===== src/rtl/core/bpm_pkg.sv =====
// ----------------------------------------------------------------------------
// bpm_pkg
// Shared types and constants of the bucketed peak/rms meter.
// ----------------------------------------------------------------------------
package bpm_pkg;

  localparam int SAMPLE_BITS = 16;
  localparam int SUM_W       = 59;
  localparam int FRAME_W     = 29;
  localparam int BUCKET_W    = 15;
  localparam int ACC_W       = 34;
  localparam int CFG_DATA_W  = 32;
  localparam int CFG_IDX_W   = 2;
  localparam int ROOT_W      = 16;

  localparam logic [CFG_IDX_W-1:0] REG_CHANNEL_COUNT = 2'd0;
  localparam logic [CFG_IDX_W-1:0] REG_NUM_BUCKETS   = 2'd1;
  localparam logic [CFG_IDX_W-1:0] REG_STREAM_FRAMES = 2'd2;

  localparam logic OP_SAMPLE = 1'b0;
  localparam logic OP_FLUSH  = 1'b1;

  localparam logic [BUCKET_W-1:0] MIN_BUCKETS = 15'd16;
  localparam logic [BUCKET_W-1:0] MAX_BUCKETS = 15'd16384;
  localparam logic [14:0]         LEVEL_MAX   = 15'h7FFF;

  typedef struct packed {
    logic                          op;
    logic signed [SAMPLE_BITS-1:0] sample;
  } in_item_t;

  typedef struct packed {
    logic [13:0] bucket_index;
    logic [2:0]  channel;
    logic [14:0] peak;
    logic [14:0] rms;
    logic        last_of_run;
  } out_item_t;

  typedef struct packed {
    logic [3:0]  channel_count;
    logic [14:0] num_buckets;
    logic [31:0] stream_frames;
  } cfg_t;

  // header of one bucket close job
  typedef struct packed {
    logic [FRAME_W-1:0] frames;
    logic [13:0]        bucket;
    logic [4:0]         nch;
  } job_hdr_t;

endpackage


===== src/rtl/core/bucketed_peak_rms_meter.sv =====
// ----------------------------------------------------------------------------
// bucketed_peak_rms_meter
// Per-channel peak and rms level meter over fractional-length buckets.
// ----------------------------------------------------------------------------
// A sample transfer is taken and folded into its channel's peak and square
// sum in the next cycle; the input reports full while a sample is folded and
// while a closed bucket or a flush is handed over, and stays full longer while
// the two-entry job queue is full. Each close produces one result per effective
// channel, each passing through the back end in order: load, 59-step serial
// divider, 16-step serial square root, output; the output step waits while the
// previous result has not been popped. Configuration writes restart the
// stream.
module bucketed_peak_rms_meter #(
  parameter int MAX_CHANNELS = 8
) (
  input  logic                                clk_i,
  input  logic                                rst_ni,
  input  logic                                cfg_we_i,
  input  logic [bpm_pkg::CFG_IDX_W-1:0]       cfg_idx_i,
  input  logic [bpm_pkg::CFG_DATA_W-1:0]      cfg_wdata_i,
  input  logic                                push_i,
  output logic                                full_o,
  input  bpm_pkg::in_item_t                   in_item_i,
  output logic                                empty_o,
  input  logic                                pop_i,
  output bpm_pkg::out_item_t                  out_item_o
);

  bpm_pkg::cfg_t     cfg_q, cfg_d;
  logic              restart;
  logic              jq_push, jq_full, jq_pop, jq_empty;
  bpm_pkg::job_hdr_t fr_hdr, bk_hdr;
  logic [bpm_pkg::SAMPLE_BITS-1:0] fr_peak [MAX_CHANNELS];
  logic [bpm_pkg::SUM_W-1:0]       fr_sum  [MAX_CHANNELS];
  logic [bpm_pkg::SAMPLE_BITS-1:0] bk_peak [MAX_CHANNELS];
  logic [bpm_pkg::SUM_W-1:0]       bk_sum  [MAX_CHANNELS];

  // configuration registers
  always_comb begin
    cfg_d   = cfg_q;
    restart = 1'b0;
    if (cfg_we_i) begin
      case (cfg_idx_i)
        bpm_pkg::REG_CHANNEL_COUNT: begin
          cfg_d.channel_count = cfg_wdata_i[3:0];
          restart = 1'b1;
        end
        bpm_pkg::REG_NUM_BUCKETS: begin
          cfg_d.num_buckets = cfg_wdata_i[14:0];
          restart = 1'b1;
        end
        bpm_pkg::REG_STREAM_FRAMES: begin
          cfg_d.stream_frames = cfg_wdata_i;
          restart = 1'b1;
        end
        default: ;
      endcase
    end
  end

  always_ff @(posedge clk_i or negedge rst_ni) begin
    if (!rst_ni) begin
      cfg_q.channel_count <= 4'd2;
      cfg_q.num_buckets   <= 15'd1024;
      cfg_q.stream_frames <= 32'd1;
    end else begin
      cfg_q <= cfg_d;
    end
  end

  bpm_front #(.MAX_CHANNELS(MAX_CHANNELS)) u_front (
    .clk_i       (clk_i),
    .rst_ni      (rst_ni),
    .cfg_i       (cfg_q),
    .restart_i   (restart),
    .restart_tf_i(cfg_d.stream_frames),
    .push_i      (push_i),
    .full_o      (full_o),
    .in_item_i   (in_item_i),
    .jq_push_o   (jq_push),
    .jq_full_i   (jq_full),
    .jq_hdr_o    (fr_hdr),
    .jq_peak_o   (fr_peak),
    .jq_sum_o    (fr_sum)
  );

  bpm_jobq #(.MAX_CHANNELS(MAX_CHANNELS)) u_jobq (
    .clk_i  (clk_i),
    .rst_ni (rst_ni),
    .push_i (jq_push),
    .full_o (jq_full),
    .hdr_i  (fr_hdr),
    .peak_i (fr_peak),
    .sum_i  (fr_sum),
    .pop_i  (jq_pop),
    .empty_o(jq_empty),
    .hdr_o  (bk_hdr),
    .peak_o (bk_peak),
    .sum_o  (bk_sum)
  );

  bpm_back #(.MAX_CHANNELS(MAX_CHANNELS)) u_back (
    .clk_i     (clk_i),
    .rst_ni    (rst_ni),
    .jq_empty_i(jq_empty),
    .jq_pop_o  (jq_pop),
    .jq_hdr_i  (bk_hdr),
    .jq_peak_i (bk_peak),
    .jq_sum_i  (bk_sum),
    .empty_o   (empty_o),
    .pop_i     (pop_i),
    .out_item_o(out_item_o)
  );

  // job queue never overflows or underflows
  a_jq_no_overflow: assert property (@(posedge clk_i) disable iff (!rst_ni)
    !(jq_push && jq_full)) else $error("job pushed into full queue");

  a_jq_no_underflow: assert property (@(posedge clk_i) disable iff (!rst_ni)
    !(jq_pop && jq_empty)) else $error("job popped from empty queue");

  // an accepted flush keeps the front busy for the following cycle
  a_front_busy: assert property (@(posedge clk_i) disable iff (!rst_ni)
    (push_i && !full_o && !restart && in_item_i.op == bpm_pkg::OP_FLUSH) |=> full_o)
    else $error("front end idle right after a flush transfer");

endmodule


===== src/rtl/core/bpm_front.sv =====
// ----------------------------------------------------------------------------
// bpm_front
// Accepts samples, keeps per-channel peak and square sums, tracks bucket
// boundaries and posts a close job for every finished bucket.
// ----------------------------------------------------------------------------
module bpm_front #(
  parameter int MAX_CHANNELS = 8
) (
  input  logic                              clk_i,
  input  logic                              rst_ni,
  input  bpm_pkg::cfg_t                     cfg_i,
  input  logic                              restart_i,
  input  logic [31:0]                       restart_tf_i,
  input  logic                              push_i,
  output logic                              full_o,
  input  bpm_pkg::in_item_t                 in_item_i,
  output logic                              jq_push_o,
  input  logic                              jq_full_i,
  output bpm_pkg::job_hdr_t                 jq_hdr_o,
  output logic [bpm_pkg::SAMPLE_BITS-1:0]   jq_peak_o [MAX_CHANNELS],
  output logic [bpm_pkg::SUM_W-1:0]         jq_sum_o  [MAX_CHANNELS]
);

  localparam int CH_W  = (MAX_CHANNELS > 1) ? $clog2(MAX_CHANNELS) : 1;
  localparam int CNT_W = (MAX_CHANNELS < 2) ? 2 : $clog2(MAX_CHANNELS + 1);
  localparam int SB    = bpm_pkg::SAMPLE_BITS;

  localparam logic [1:0] F_IDLE = 2'd0;
  localparam logic [1:0] F_ACC  = 2'd1;
  localparam logic [1:0] F_EMIT = 2'd2;

  logic [1:0]                   state_q, state_d;
  logic [SB-1:0]                peak_q [MAX_CHANNELS];
  logic [bpm_pkg::SUM_W-1:0]    sum_q  [MAX_CHANNELS];
  logic [bpm_pkg::FRAME_W-1:0]  frames_q;
  logic [CH_W-1:0]              pos_q;
  logic [bpm_pkg::ACC_W-1:0]    bound_q;
  logic [bpm_pkg::BUCKET_W-1:0] bucket_q;
  logic [SB-1:0]                mag_q;
  logic [CH_W-1:0]              cur_q;
  logic                         emit_q;
  logic                         flush_q;

  logic [CNT_W-1:0]             eff_ch;
  logic [bpm_pkg::BUCKET_W-1:0] eff_bk;
  logic                         active;
  logic [SB-1:0]                raw, mag;
  logic [CH_W-1:0]              pos_c;
  logic [CNT_W-1:0]             pos_inc;
  logic [bpm_pkg::ACC_W-1:0]    bound_n;
  logic [2*SB-1:0]              square;
  logic                         accept;

  // effective register values
  always_comb begin
    if (cfg_i.channel_count == 4'd0) begin
      eff_ch = CNT_W'(2);
    end else if (32'(cfg_i.channel_count) > 32'(MAX_CHANNELS)) begin
      eff_ch = CNT_W'(MAX_CHANNELS);
    end else begin
      eff_ch = CNT_W'(cfg_i.channel_count);
    end
    if (32'(eff_ch) > 32'(MAX_CHANNELS)) begin
      eff_ch = CNT_W'(MAX_CHANNELS);
    end
    if (cfg_i.num_buckets < bpm_pkg::MIN_BUCKETS) begin
      eff_bk = bpm_pkg::MIN_BUCKETS;
    end else if (cfg_i.num_buckets > bpm_pkg::MAX_BUCKETS) begin
      eff_bk = bpm_pkg::MAX_BUCKETS;
    end else begin
      eff_bk = cfg_i.num_buckets;
    end
  end

  assign active  = (cfg_i.stream_frames != 32'd0) && (bucket_q < eff_bk);
  assign raw     = in_item_i.sample;
  assign mag     = raw[SB-1] ? (~raw + 1'b1) : raw;
  assign pos_c   = (CNT_W'(pos_q) >= eff_ch) ? '0 : pos_q;
  assign pos_inc = CNT_W'(cur_q) + 1'b1;
  assign bound_n = bound_q + bpm_pkg::ACC_W'(eff_bk);
  assign square  = mag_q * mag_q;
  assign accept  = push_i && !full_o;
  assign full_o  = (state_q != F_IDLE);

  // job toward the back end
  assign jq_push_o       = (state_q == F_EMIT) && emit_q && !jq_full_i;
  assign jq_hdr_o.frames = frames_q;
  assign jq_hdr_o.bucket = bucket_q[13:0];
  assign jq_hdr_o.nch    = 5'(eff_ch);
  assign jq_peak_o       = peak_q;
  assign jq_sum_o        = sum_q;

  // sequencing
  always_comb begin
    state_d = state_q;
    case (state_q)
      F_IDLE: begin
        if (accept) begin
          if (in_item_i.op == bpm_pkg::OP_FLUSH) begin
            state_d = F_EMIT;
          end else if (active) begin
            state_d = F_ACC;
          end
        end
      end
      F_ACC: begin
        if (pos_inc >= eff_ch && !bound_n[bpm_pkg::ACC_W-1]) begin
          state_d = F_EMIT;
        end else begin
          state_d = F_IDLE;
        end
      end
      F_EMIT: begin
        if (!emit_q || !jq_full_i) begin
          state_d = F_IDLE;
        end
      end
      default: state_d = F_IDLE;
    endcase
  end

  // control state
  always_ff @(posedge clk_i or negedge rst_ni) begin
    if (!rst_ni) begin
      state_q  <= F_IDLE;
      frames_q <= '0;
      pos_q    <= '0;
      bucket_q <= '0;
      bound_q  <= bpm_pkg::ACC_W'(0) - bpm_pkg::ACC_W'(1);
      emit_q   <= 1'b0;
      flush_q  <= 1'b0;
      for (int c = 0; c < MAX_CHANNELS; c++) begin
        peak_q[c] <= '0;
        sum_q[c]  <= '0;
      end
    end else if (restart_i) begin
      state_q  <= F_IDLE;
      frames_q <= '0;
      pos_q    <= '0;
      bucket_q <= '0;
      bound_q  <= bpm_pkg::ACC_W'(0) - bpm_pkg::ACC_W'(restart_tf_i);
      for (int c = 0; c < MAX_CHANNELS; c++) begin
        peak_q[c] <= '0;
        sum_q[c]  <= '0;
      end
    end else begin
      state_q <= state_d;
      case (state_q)
        F_IDLE: begin
          if (accept) begin
            flush_q <= (in_item_i.op == bpm_pkg::OP_FLUSH);
            emit_q  <= active && (frames_q != '0);
          end
        end
        F_ACC: begin
          // fold the sample into its channel
          if (mag_q > peak_q[cur_q]) begin
            peak_q[cur_q] <= mag_q;
          end
          sum_q[cur_q] <= sum_q[cur_q] + bpm_pkg::SUM_W'(square);
          if (pos_inc < eff_ch) begin
            pos_q <= CH_W'(pos_inc);
          end else begin
            pos_q    <= '0;
            frames_q <= frames_q + 1'b1;
            if (!bound_n[bpm_pkg::ACC_W-1]) begin
              bound_q <= bound_n - bpm_pkg::ACC_W'(cfg_i.stream_frames);
              emit_q  <= 1'b1;
            end else begin
              bound_q <= bound_n;
            end
          end
        end
        F_EMIT: begin
          if (!emit_q || !jq_full_i) begin
            for (int c = 0; c < MAX_CHANNELS; c++) begin
              peak_q[c] <= '0;
              sum_q[c]  <= '0;
            end
            frames_q <= '0;
            emit_q   <= 1'b0;
            if (flush_q) begin
              pos_q    <= '0;
              bucket_q <= '0;
              bound_q  <= bpm_pkg::ACC_W'(0) - bpm_pkg::ACC_W'(cfg_i.stream_frames);
            end else begin
              bucket_q <= bucket_q + 1'b1;
            end
          end
        end
        default: ;
      endcase
    end
  end

  // sample payload
  always_ff @(posedge clk_i) begin
    if (accept) begin
      mag_q <= mag;
      cur_q <= pos_c;
    end
  end

endmodule


===== src/rtl/core/bpm_jobq.sv =====
// ----------------------------------------------------------------------------
// bpm_jobq
// Two-entry queue of bucket close jobs between front and back end.
// ----------------------------------------------------------------------------
module bpm_jobq #(
  parameter int MAX_CHANNELS = 8
) (
  input  logic                            clk_i,
  input  logic                            rst_ni,
  input  logic                            push_i,
  output logic                            full_o,
  input  bpm_pkg::job_hdr_t               hdr_i,
  input  logic [bpm_pkg::SAMPLE_BITS-1:0] peak_i [MAX_CHANNELS],
  input  logic [bpm_pkg::SUM_W-1:0]       sum_i  [MAX_CHANNELS],
  input  logic                            pop_i,
  output logic                            empty_o,
  output bpm_pkg::job_hdr_t               hdr_o,
  output logic [bpm_pkg::SAMPLE_BITS-1:0] peak_o [MAX_CHANNELS],
  output logic [bpm_pkg::SUM_W-1:0]       sum_o  [MAX_CHANNELS]
);

  localparam int DEPTH = 2;

  bpm_pkg::job_hdr_t               hdr_q  [DEPTH];
  logic [bpm_pkg::SAMPLE_BITS-1:0] peak_q [DEPTH][MAX_CHANNELS];
  logic [bpm_pkg::SUM_W-1:0]       sum_q  [DEPTH][MAX_CHANNELS];
  logic                            wr_q, rd_q;
  logic [1:0]                      cnt_q;

  assign full_o  = (cnt_q == 2'(DEPTH));
  assign empty_o = (cnt_q == 2'd0);
  assign hdr_o   = hdr_q[rd_q];
  assign peak_o  = peak_q[rd_q];
  assign sum_o   = sum_q[rd_q];

  // pointers and fill level
  always_ff @(posedge clk_i or negedge rst_ni) begin
    if (!rst_ni) begin
      wr_q  <= 1'b0;
      rd_q  <= 1'b0;
      cnt_q <= 2'd0;
    end else begin
      if (push_i) begin
        wr_q <= ~wr_q;
      end
      if (pop_i) begin
        rd_q <= ~rd_q;
      end
      cnt_q <= cnt_q + 2'(push_i) - 2'(pop_i);
    end
  end

  // entry storage
  always_ff @(posedge clk_i) begin
    if (push_i) begin
      hdr_q[wr_q]  <= hdr_i;
      peak_q[wr_q] <= peak_i;
      sum_q[wr_q]  <= sum_i;
    end
  end

endmodule


===== src/rtl/core/bpm_back.sv =====
// ----------------------------------------------------------------------------
// bpm_back
// Turns a close job into per-channel results: serial divide of the square
// sum by the frame count, serial integer square root, then clamping of peak and rms.
// ----------------------------------------------------------------------------
module bpm_back #(
  parameter int MAX_CHANNELS = 8
) (
  input  logic                            clk_i,
  input  logic                            rst_ni,
  input  logic                            jq_empty_i,
  output logic                            jq_pop_o,
  input  bpm_pkg::job_hdr_t               jq_hdr_i,
  input  logic [bpm_pkg::SAMPLE_BITS-1:0] jq_peak_i [MAX_CHANNELS],
  input  logic [bpm_pkg::SUM_W-1:0]       jq_sum_i  [MAX_CHANNELS],
  output logic                            empty_o,
  input  logic                            pop_i,
  output bpm_pkg::out_item_t              out_item_o
);

  localparam int CH_W  = (MAX_CHANNELS > 1) ? $clog2(MAX_CHANNELS) : 1;
  localparam int SW    = bpm_pkg::SUM_W;
  localparam int FW    = bpm_pkg::FRAME_W;
  localparam int RW    = bpm_pkg::ROOT_W;
  localparam int CNT_W = $clog2(SW);

  localparam logic [2:0] B_IDLE = 3'd0;
  localparam logic [2:0] B_LOAD = 3'd1;
  localparam logic [2:0] B_DIV  = 3'd2;
  localparam logic [2:0] B_SQRT = 3'd3;
  localparam logic [2:0] B_OUT  = 3'd4;

  logic [2:0]       state_q;
  logic [CH_W-1:0]  ch_q;
  logic [CNT_W-1:0] cnt_q;
  logic [FW-1:0]    rem_q;
  logic [SW-1:0]    dvd_q;
  logic [2*RW-1:0]  rad_q;
  logic [RW+1:0]    srem_q;
  logic [RW-1:0]    root_q;
  logic             sat_q;
  logic             ovalid_q;
  bpm_pkg::out_item_t out_q;

  logic [FW:0]      trial;
  logic             qbit;
  logic [RW+3:0]    s_sh;
  logic [RW+3:0]    s_try;
  logic             s_bit;
  logic             out_free;
  logic             last_ch;
  logic [bpm_pkg::SAMPLE_BITS-1:0] pk;
  bpm_pkg::out_item_t res;

  // one restoring divide step
  assign trial = {rem_q, dvd_q[SW-1]};
  assign qbit  = (trial >= (FW+1)'(jq_hdr_i.frames));

  // one square root step, two radicand bits at a time
  assign s_sh  = {srem_q, rad_q[2*RW-1 -: 2]};
  assign s_try = (RW+4)'({root_q, 2'b01});
  assign s_bit = (s_sh >= s_try);

  assign out_free = !ovalid_q || pop_i;
  assign last_ch  = (5'(ch_q) + 5'd1 == jq_hdr_i.nch);
  assign pk       = jq_peak_i[ch_q];
  assign jq_pop_o = (state_q == B_OUT) && out_free && last_ch;
  assign empty_o    = !ovalid_q;
  assign out_item_o = out_q;

  // result assembly with clamping
  always_comb begin
    res.bucket_index = jq_hdr_i.bucket;
    res.channel      = 3'(ch_q);
    res.peak         = pk[bpm_pkg::SAMPLE_BITS-1] ? bpm_pkg::LEVEL_MAX : pk[14:0];
    res.rms          = (sat_q || root_q[RW-1]) ? bpm_pkg::LEVEL_MAX : root_q[14:0];
    res.last_of_run  = last_ch;
  end

  // sequencer
  always_ff @(posedge clk_i or negedge rst_ni) begin
    if (!rst_ni) begin
      state_q  <= B_IDLE;
      ch_q     <= '0;
      cnt_q    <= '0;
      ovalid_q <= 1'b0;
    end else begin
      if (pop_i && ovalid_q) begin
        ovalid_q <= 1'b0;
      end
      case (state_q)
        B_IDLE: begin
          if (!jq_empty_i) begin
            ch_q    <= '0;
            state_q <= B_LOAD;
          end
        end
        B_LOAD: begin
          cnt_q   <= '0;
          state_q <= B_DIV;
        end
        B_DIV: begin
          cnt_q <= cnt_q + 1'b1;
          if (cnt_q == CNT_W'(SW - 1)) begin
            cnt_q   <= '0;
            state_q <= B_SQRT;
          end
        end
        B_SQRT: begin
          cnt_q <= cnt_q + 1'b1;
          if (cnt_q == CNT_W'(RW - 1)) begin
            state_q <= B_OUT;
          end
        end
        B_OUT: begin
          if (out_free) begin
            ovalid_q <= 1'b1;
            ch_q     <= ch_q + 1'b1;
            state_q  <= last_ch ? B_IDLE : B_LOAD;
          end
        end
        default: state_q <= B_IDLE;
      endcase
    end
  end

  // datapath registers
  always_ff @(posedge clk_i) begin
    case (state_q)
      B_LOAD: begin
        rem_q <= '0;
        dvd_q <= jq_sum_i[ch_q];
      end
      B_DIV: begin
        rem_q <= qbit ? FW'(trial - (FW+1)'(jq_hdr_i.frames)) : FW'(trial);
        dvd_q <= {dvd_q[SW-2:0], qbit};
        if (cnt_q == CNT_W'(SW - 1)) begin
          // quotient is complete once this bit lands
          rad_q  <= {dvd_q[2*RW-2:0], qbit};
          sat_q  <= (dvd_q[SW-2:2*RW-1] != '0);
          srem_q <= '0;
          root_q <= '0;
        end
      end
      B_SQRT: begin
        rad_q  <= {rad_q[2*RW-3:0], 2'b00};
        srem_q <= s_bit ? (RW+2)'(s_sh - s_try) : (RW+2)'(s_sh);
        root_q <= {root_q[RW-2:0], s_bit};
      end
      default: ;
    endcase
    if (state_q == B_OUT && out_free) begin
      out_q <= res;
    end
  end

endmodule


===== config.mk =====
export PLATFORM = sky130hd
export DESIGN_NAME = bucketed_peak_rms_meter
export DESIGN_NICKNAME = d
export VERILOG_FILES = /design/src/rtl/core/bpm_pkg.sv /design/src/rtl/core/bucketed_peak_rms_meter.sv /design/src/rtl/core/bpm_front.sv /design/src/rtl/core/bpm_jobq.sv /design/src/rtl/core/bpm_back.sv
export SDC_FILE = /design/constraint.sdc
export NUM_CORES = 2
export LEC_CHECK = 0
export ABC_AREA = 1
export BUFFER_PORTS_ARGS = -buffer_cell sky130_fd_sc_hd__buf_2
export CAP_MARGIN = 10
export CORE_ASPECT_RATIO = 0.8
export CORE_MARGIN = 3
export CORE_UTILIZATION = 40
export CTS_BUF_LIST = sky130_fd_sc_hd__clkbuf_8
export DETAILED_ROUTE_END_ITERATION = 6
export MAX_ROUTING_LAYER = met4
export PLACE_DENSITY = 0.63
export SLEW_MARGIN = 20
export SYNTH_ARGS = -nofsm -noshare
export SYNTH_HDL_FRONTEND = slang
export SYNTH_SLANG_ARGS = --single-unit

===== constraint.sdc =====
create_clock -name clk_i -period 52.5 [get_ports clk_i]
set_clock_uncertainty 0.2 [all_clocks]
set_input_delay 10.5 -clock clk_i [delete_from_list [all_inputs] [get_ports clk_i]]
set_output_delay 10.5 -clock clk_i [all_outputs]
set_load 0.01 [all_outputs]

[Yosys cells after proc, flatten, opt, wreduce, memory -nomap -nowiden]
Memories as Yosys holds them, arrays and structs flattened.
Cells that the tools add are included.
Operators by class
  add/subtract/negate cells: 16
  multipliers: 1
  div/mod/pow operators: 0
  magnitude comparators: 14
  equality and inequality tests: 26
  shifts and indexed selects: 0
  multiplexer cells: 92
  bitwise logic cells: 6
  reductions and logical operators: 51
Operator list (count)
  $mux 472: 2
  $pmux 472 s2: 1
  $bwmux 472: 1
  $mux 128: 3
  $bmux 59 s3: 2
  $mux 59: 5
  $pmux 128 s2: 1
  $demux 59 s3: 1
  $mux 34: 5
  $bwmux 128: 1
  $pmux 59 s2: 1
  $mux 29: 4
  $pmux 29 s2: 2
  $mux 15: 7
  $bmux 16 s3: 2
  $mux 16: 6
  $mux 32: 3
  $pmux 34 s2: 1
  $sub 1x32->33 const A: 2
  $pmux 32 s2: 1
  $add 59x32->59: 1
  $demux 16 s3: 1
  $mux 18: 2
  $pmux 18 s2: 1
  68 further kinds: 150
Storage, ports and cells
  register bits: 975
  latch bits: 0
  bits in writable memories: 1294
  bits in read-only memories: 0
  bits of input ports: 56
  output and inout bits: 50
  logic and storage cells: 256
  memories: 3
Memories
  u_jobq.sum_q: depth 2, width 472, rd ports 1, clocked after memory_dff 0, write ports 1, line bpm_jobq.sv:26  | logic [bpm_pkg::SUM_W-1:0] sum_q [DEPTH][MAX_CHANNELS];
  u_jobq.peak_q: depth 2, width 128, rd ports 1, clocked after memory_dff 0, write ports 1, line bpm_jobq.sv:25  | logic [bpm_pkg::SAMPLE_BITS-1:0] peak_q [DEPTH][MAX_CHANNELS];
  u_jobq.hdr_q: depth 2, width 47, rd ports 1, clocked after memory_dff 0, write ports 1, line bpm_jobq.sv:24  | bpm_pkg::job_hdr_t hdr_q [DEPTH];

[Depth between registers and ports, before layout]
  depth after elaboration: 10
  depth in mapped cells: 38
  mapped depth without buffers: 38

[Hierarchy]
Synthesis repeated with hierarchy kept, for this count alone.
Unflattened totals
  cells, all modules: 12516
  area, all modules: 115971.2 µm²
By module, submodules not included
  bpm_front: instances 1, cells an instance 6416, area an instance 48624.1 µm², seq. area each 17754.5 µm²
  bpm_jobq: instances 1, cells an instance 3409, area an instance 48195.0 µm², seq. area each 39017.4 µm²
  bpm_back: instances 1, cells an instance 2460, area an instance 16965.0 µm², seq. area each 6421.2 µm²
  bucketed_peak_rms_meter: instances 1, cells an instance 231, area an instance 2187.1 µm², seq. area each 1280.0 µm²

[Worst setup path after synthesis]
Ideal clock, no wire load.
  path type: flip-flop to flip-flop
  start point: reg u_front.state_q[0]
  end point: mem u_jobq.hdr_q[1][0] (netlist bit), enable pin
  library setup time: 1.675 ns
  arrival time: 27.920 ns
  data required time: 50.625 ns
  path slack: 22.705 ns
  stages on the path, launching flop included: 8
  path buffers: 1
  clock period less this slack: 29.795 ns
  cell sequence: dfrtp_1 -> inv_1 -> ha_1 -> buf_2 -> nand2_1 -> nor2_1 -> inv_1 -> nor2_1
On the way
  longest elaborated chain between the ends: 5
RTL lines
  from (decl): line bpm_front.sv:32  | logic [1:0] state_q, state_d;
  from (signal assigned): line bpm_front.sv:147  | state_q <= state_d;
  $eq 2x2->1: line bpm_front.sv:86  | assign jq_push_o = (state_q == F_EMIT) && emit_q && !jq_full_i;
  $logic_and 1x1->1 (2 in series): line bpm_front.sv:86
  via jq_push: line bucketed_peak_rms_meter.sv:31  | logic jq_push, jq_full, jq_pop, jq_empty;
  $mux 1: line bpm_jobq.sv:55  | if (push_i) begin
  $mux 1 (not written as such): line bpm_jobq.sv:56  | hdr_q[wr_q] <= hdr_i;
  to (decl): line bpm_jobq.sv:24
The timed path passes the listed nets, and every way through them passes these cells.

[Worst setup path in the final report]
  start point: in cfg_we_i
  end point: reg u_front.peak_q (netlist bit u_front.jq_peak_o[116])
On the way
  longest elaborated chain between the ends: 3
  elaborated cells between the ends (all ways): 6
  classes of those cells: eq/ne: 2; mux: 2; reduce/logical: 2
RTL lines
  from (decl): line bucketed_peak_rms_meter.sv:18  | input logic cfg_we_i,
  $mux 1 (*): line bucketed_peak_rms_meter.sv:42  | if (cfg_we_i) begin
  $ne 3x2->1 (no line) (tied with other cells)
  $reduce_and 3->1 (no line)
  to (signal, indexed assignment): line bpm_front.sv:158  | peak_q[cur_q] <= mag_q;
  to (decl): line bpm_front.sv:33  | logic [SB-1:0] peak_q [MAX_CHANNELS];
Mark *: on every way between the ends. The rest lies on a longest branch, timed or not.
A chain may end at the register's enable or synchronous reset.

==> impl_metrics.env <==
export IMPL_status="finished clean"
export IMPL_rsz0062_at_grt="no"
export IMPL_fmax_mhz=72.1
export IMPL_synth_cell_types=73
export IMPL_stdcell_count=15027
export IMPL_cp_top_family="simple AND/OR/NAND/NOR gates"
export IMPL_async_flop_share_pct=33.2
export IMPL_worstMarginPinSlew_ns=1.23
export IMPL_start_kind="input pin"
export IMPL_holdWs_ns=0.226
export IMPL_cts_tree="yes"
export IMPL_grt_max_degree=164
export IMPL_drv_cap=0
export IMPL_grt_overflow=0
export IMPL_syn_to_final_growth_pct=10.4
export IMPL_cp_num_buf_inv=6
export IMPL_setup_viol=0
export IMPL_port_buffer_count=105
export IMPL_cts_hold_buf=0
export IMPL_worst_r2r_path_depth=27
export IMPL_placed_area_sq_um=115000
export IMPL_die_area_sq_um=282000
export IMPL_root_buffer="clkbuf_8"
export IMPL_clock_sinks=2269
export IMPL_path_clk_slew_ns=0.06
export IMPL_r2r_start="u_front.cur_q[1]"
export IMPL_grt_util_all_layers_pct=25.2
export IMPL_regArea_sq_um=64400
export IMPL_gp_congestion=0.908
export IMPL_core_rowCount=171
export IMPL_die_w_um=593
export IMPL_top_layer_used="met4"
export IMPL_hpwl_um=221000
export IMPL_critPathMaxStageDelay_ns=0.62
export IMPL_drive_gt1_share_pct=8.38
export IMPL_nNetsFinal=11594
export IMPL_worstPathCellList="buf_2, a21boi_4, buf_4, nor2_4, inv_2, nor2_1, inv_1, nor3_1, nand2_4, inv_2, buf_4, nand2_1, o21ai_0"
export IMPL_slew_viol_final=0
export IMPL_synth_top_area_share_pct=41.2
export IMPL_synth_area_sq_um=110000
export IMPL_drt_total_wl_um=355000
export IMPL_synth_area_leaders="edfxtp_1, dfrtp_1, nand2_1, o21ai_0, inv_1"
export IMPL_ys_ff_latch=2269
export IMPL_drc=0
export IMPL_finalCriticalPeriod_ns=13.88
export IMPL_cts_resized=0
export IMPL_dp_cells=14353
export IMPL_initial_core_util_pct=40.5
export IMPL_path_depth=13
export IMPL_wl_met1_um=152000
export IMPL_r2r_end="u_front.jq_sum_o[273]"
export IMPL_synth_edff_count=1516
export IMPL_ys_warn_count=0
export IMPL_clockBufferDepth=4
export IMPL_antenna_found_initial=8
export IMPL_finalInstanceArea_sq_um=122000
export IMPL_endpoint="u_front.jq_peak_o[116]"
export IMPL_drtIter0Drc=10443
export IMPL_die_y_um=476
export IMPL_fillers=25655
export IMPL_ys_seq_area_share_pct=58.3
export IMPL_r2r_slack_ns=43.17
export IMPL_clock_latency_ns=1.04
export IMPL_synth_top_area_cell="edfxtp_1"
export IMPL_cp_startpoint="cfg_we_i"
export IMPL_core_area_sq_um=273000
export IMPL_tns_ns=0
export IMPL_syn_instance_count=11016
export IMPL_path_max_fanout=37
export IMPL_critical_path_slowest_cell="nand2_1"
export IMPL_viasPerCell=5.67
export IMPL_multi_input_area_sq_um=39600
export IMPL_antenna_left=0
export IMPL_post_cts_buffers=0
export IMPL_syn_area_per_cell_sq_um=10.0
export IMPL_wl_met2_um=150000
export IMPL_ys_flop_type="edfxtp_1"
export IMPL_critPathArrivalTime_ns=14.52
export IMPL_firstDrtPassIters=6
export IMPL_cts_inserted_buffers=362
export IMPL_cts_htree_levels=5
export IMPL_path_class="in -> reg"
export IMPL_critPathRequiredTime_ns=53.14
export IMPL_syn_nets=11526
export IMPL_min_path_type="reg -> reg"
export IMPL_grt_pass1_wl_um=527000
export IMPL_post_route_period_util_pct=26.4
export IMPL_hold_viol_final=0
export IMPL_wire_per_inst_um=23.6
export IMPL_grt_pass1_vias=82699
export IMPL_maxSlewHeadroom_pct=17.7
export IMPL_vias=85246
export IMPL_ios=106
export IMPL_dr_wl_met3_um=41200
export IMPL_endpoint_kind="flip-flop"
-- through the flow --
step | util (%) | setup WS, ns
4_1_cts | 44.6 | 38.76
6_report | 44.7 | 38.62
3_5_place_dp | 42.0 | 37.72
2_1_floorplan | - | 22.70
5_1_grt | 44.7 | 38.52
3_3_place_gp | 42.0 | 37.80
-- how the worst min path moves through the flow --
stage,from,to,slack [ns],depth (start not counted)
after floorplan,u_back.ch_q[2],u_back.out_item_o[33],0.22,0
after global placement,u_front.jq_sum_o[457],u_jobq.sum_q[1][457],0.25,0
after detailed placement,u_front.jq_sum_o[20],u_jobq.sum_q[1][20],0.25,0
after CTS,u_front.jq_sum_o[442],u_jobq.sum_q[0][442],0.22,0
after global routing,u_front.jq_sum_o[442],u_jobq.sum_q[0][442],0.24,0
final,u_front.jq_sum_o[442],u_jobq.sum_q[0][442],0.23,0
-- cells in the final DEF (no fill, tap or decap), types with 35 or more instances in the layout --
cell,netlist,layout
nor3_1,76,75
a22oi_1,73,73
dfstp_2,37,37
o221ai_1,232,232
fa_1,197,197
clkbuf_8,0,429
a21oi_1,323,322
clkinv_2,0,42
ha_1,257,257
a31oi_1,76,76
nor2_1,1069,1064
clkinv_1,7,35
buf_4,16,138
nand2_1,2239,2235
o21ai_0,1179,1178
xnor2_1,68,67
xor2_1,89,88
edfxtp_1,1516,1516
inv_1,1123,1254
buf_2,57,104
a221oi_1,48,48
nand4_1,71,71
nand3_1,359,357
o21ai_1,101,98
o22ai_1,256,256
dfrtp_1,716,712
-- synth_stat cells, drive strengths merged (13+ instances only) --
| library cell | instances |
|---|---|
| a21boi | 18 |
| nand3 | 369 |
| inv | 1152 |
| nor3 | 80 |
| dfrtp | 716 |
| dfstp | 37 |
| o21ai | 1289 |
| o22ai | 256 |
| nor2 | 1086 |
| o221ai | 232 |
| o211ai | 20 |
| nor4 | 23 |
| ha | 257 |
| buf | 134 |
| xnor2 | 75 |
| a31oi | 76 |
| a221oi | 48 |
| nand3b | 13 |
| a21o | 17 |
| clkbuf | 413 |
| a22o | 18 |
| or2 | 18 |
| nand4 | 71 |
| a21oi | 323 |
| edfxtp | 1516 |
| o2111ai | 22 |
| a22oi | 73 |
| nand2 | 2261 |
| o21bai | 19 |
| mux2i | 27 |
| fa | 197 |
| xor2 | 89 |
-- state kept, by name, indices dropped and copies added (netlist names), 2 cells and up --
| name | count |
|---|---|
| u_front.bound_q | 34 |
| u_front.jq_sum_o | 472 |
| u_jobq.peak_q | 256 |
| u_front.pos_q | 3 |
| u_front.bucket_q | 15 |
| u_front.state_q | 2 |
| u_front.mag_q | 16 |
| u_back.srem_q | 18 |
| u_back.rem_q | 29 |
| cfg_q | 51 |
| u_back.cnt_q | 6 |
| u_front.frames_q | 29 |
| u_back.out_item_o | 48 |
| u_jobq.sum_q | 944 |
| u_back.state_q | 3 |
| u_back.dvd_q | 59 |
| u_front.jq_peak_o | 128 |
| u_front.cur_q | 3 |
| u_back.root_q | 16 |
| u_jobq.cnt_q | 2 |
| u_back.rad_q | 32 |
| u_jobq.hdr_q | 94 |
| u_back.ch_q | 3 |
-- layout make-up --
| type | count | share of cell area [%] |
|---|---|---|
| multi-input cells | 7041 | 32.5 |
| diodes | 5 | 0.0103 |
| clock inverters | 240 | 1.09 |
| flip-flops and latches | 2269 | 52.8 |
| inverters | 1159 | 3.59 |
| clock buffers | 429 | 4.84 |
| well taps | 3633 | 3.73 |
| repair buffers | 251 | 1.42 |
-- kinds of logic after synthesis --
group                    count (synthesis)  synth area share (%)
multiplexers                            30                 0.275
AND/OR/NAND/NOR                       3939                  14.4
XOR/XNOR                               164                  1.38
flip-flops                            2269                  58.3
buffers and inverters                 1706                  5.98
adder cells (fa/ha/maj)                454                  6.48
AO/OA/AOI/OAI                         2454                  13.1
-- routing by layer --
| layer | track usage, % | up-vias |
|---|---|---|
| li1 | - | 38116 |
| met1 | 35.4 | 41875 |
| met2 | 36.0 | 4506 |
| met3 | 6.11 | 749 |
| met4 | 7.81 | 0 |
| met5 | - | - |
Power is left out: the tool's default activity adds up to more than one toggle a clock period on the data nets, which glitch-free logic cannot reach.
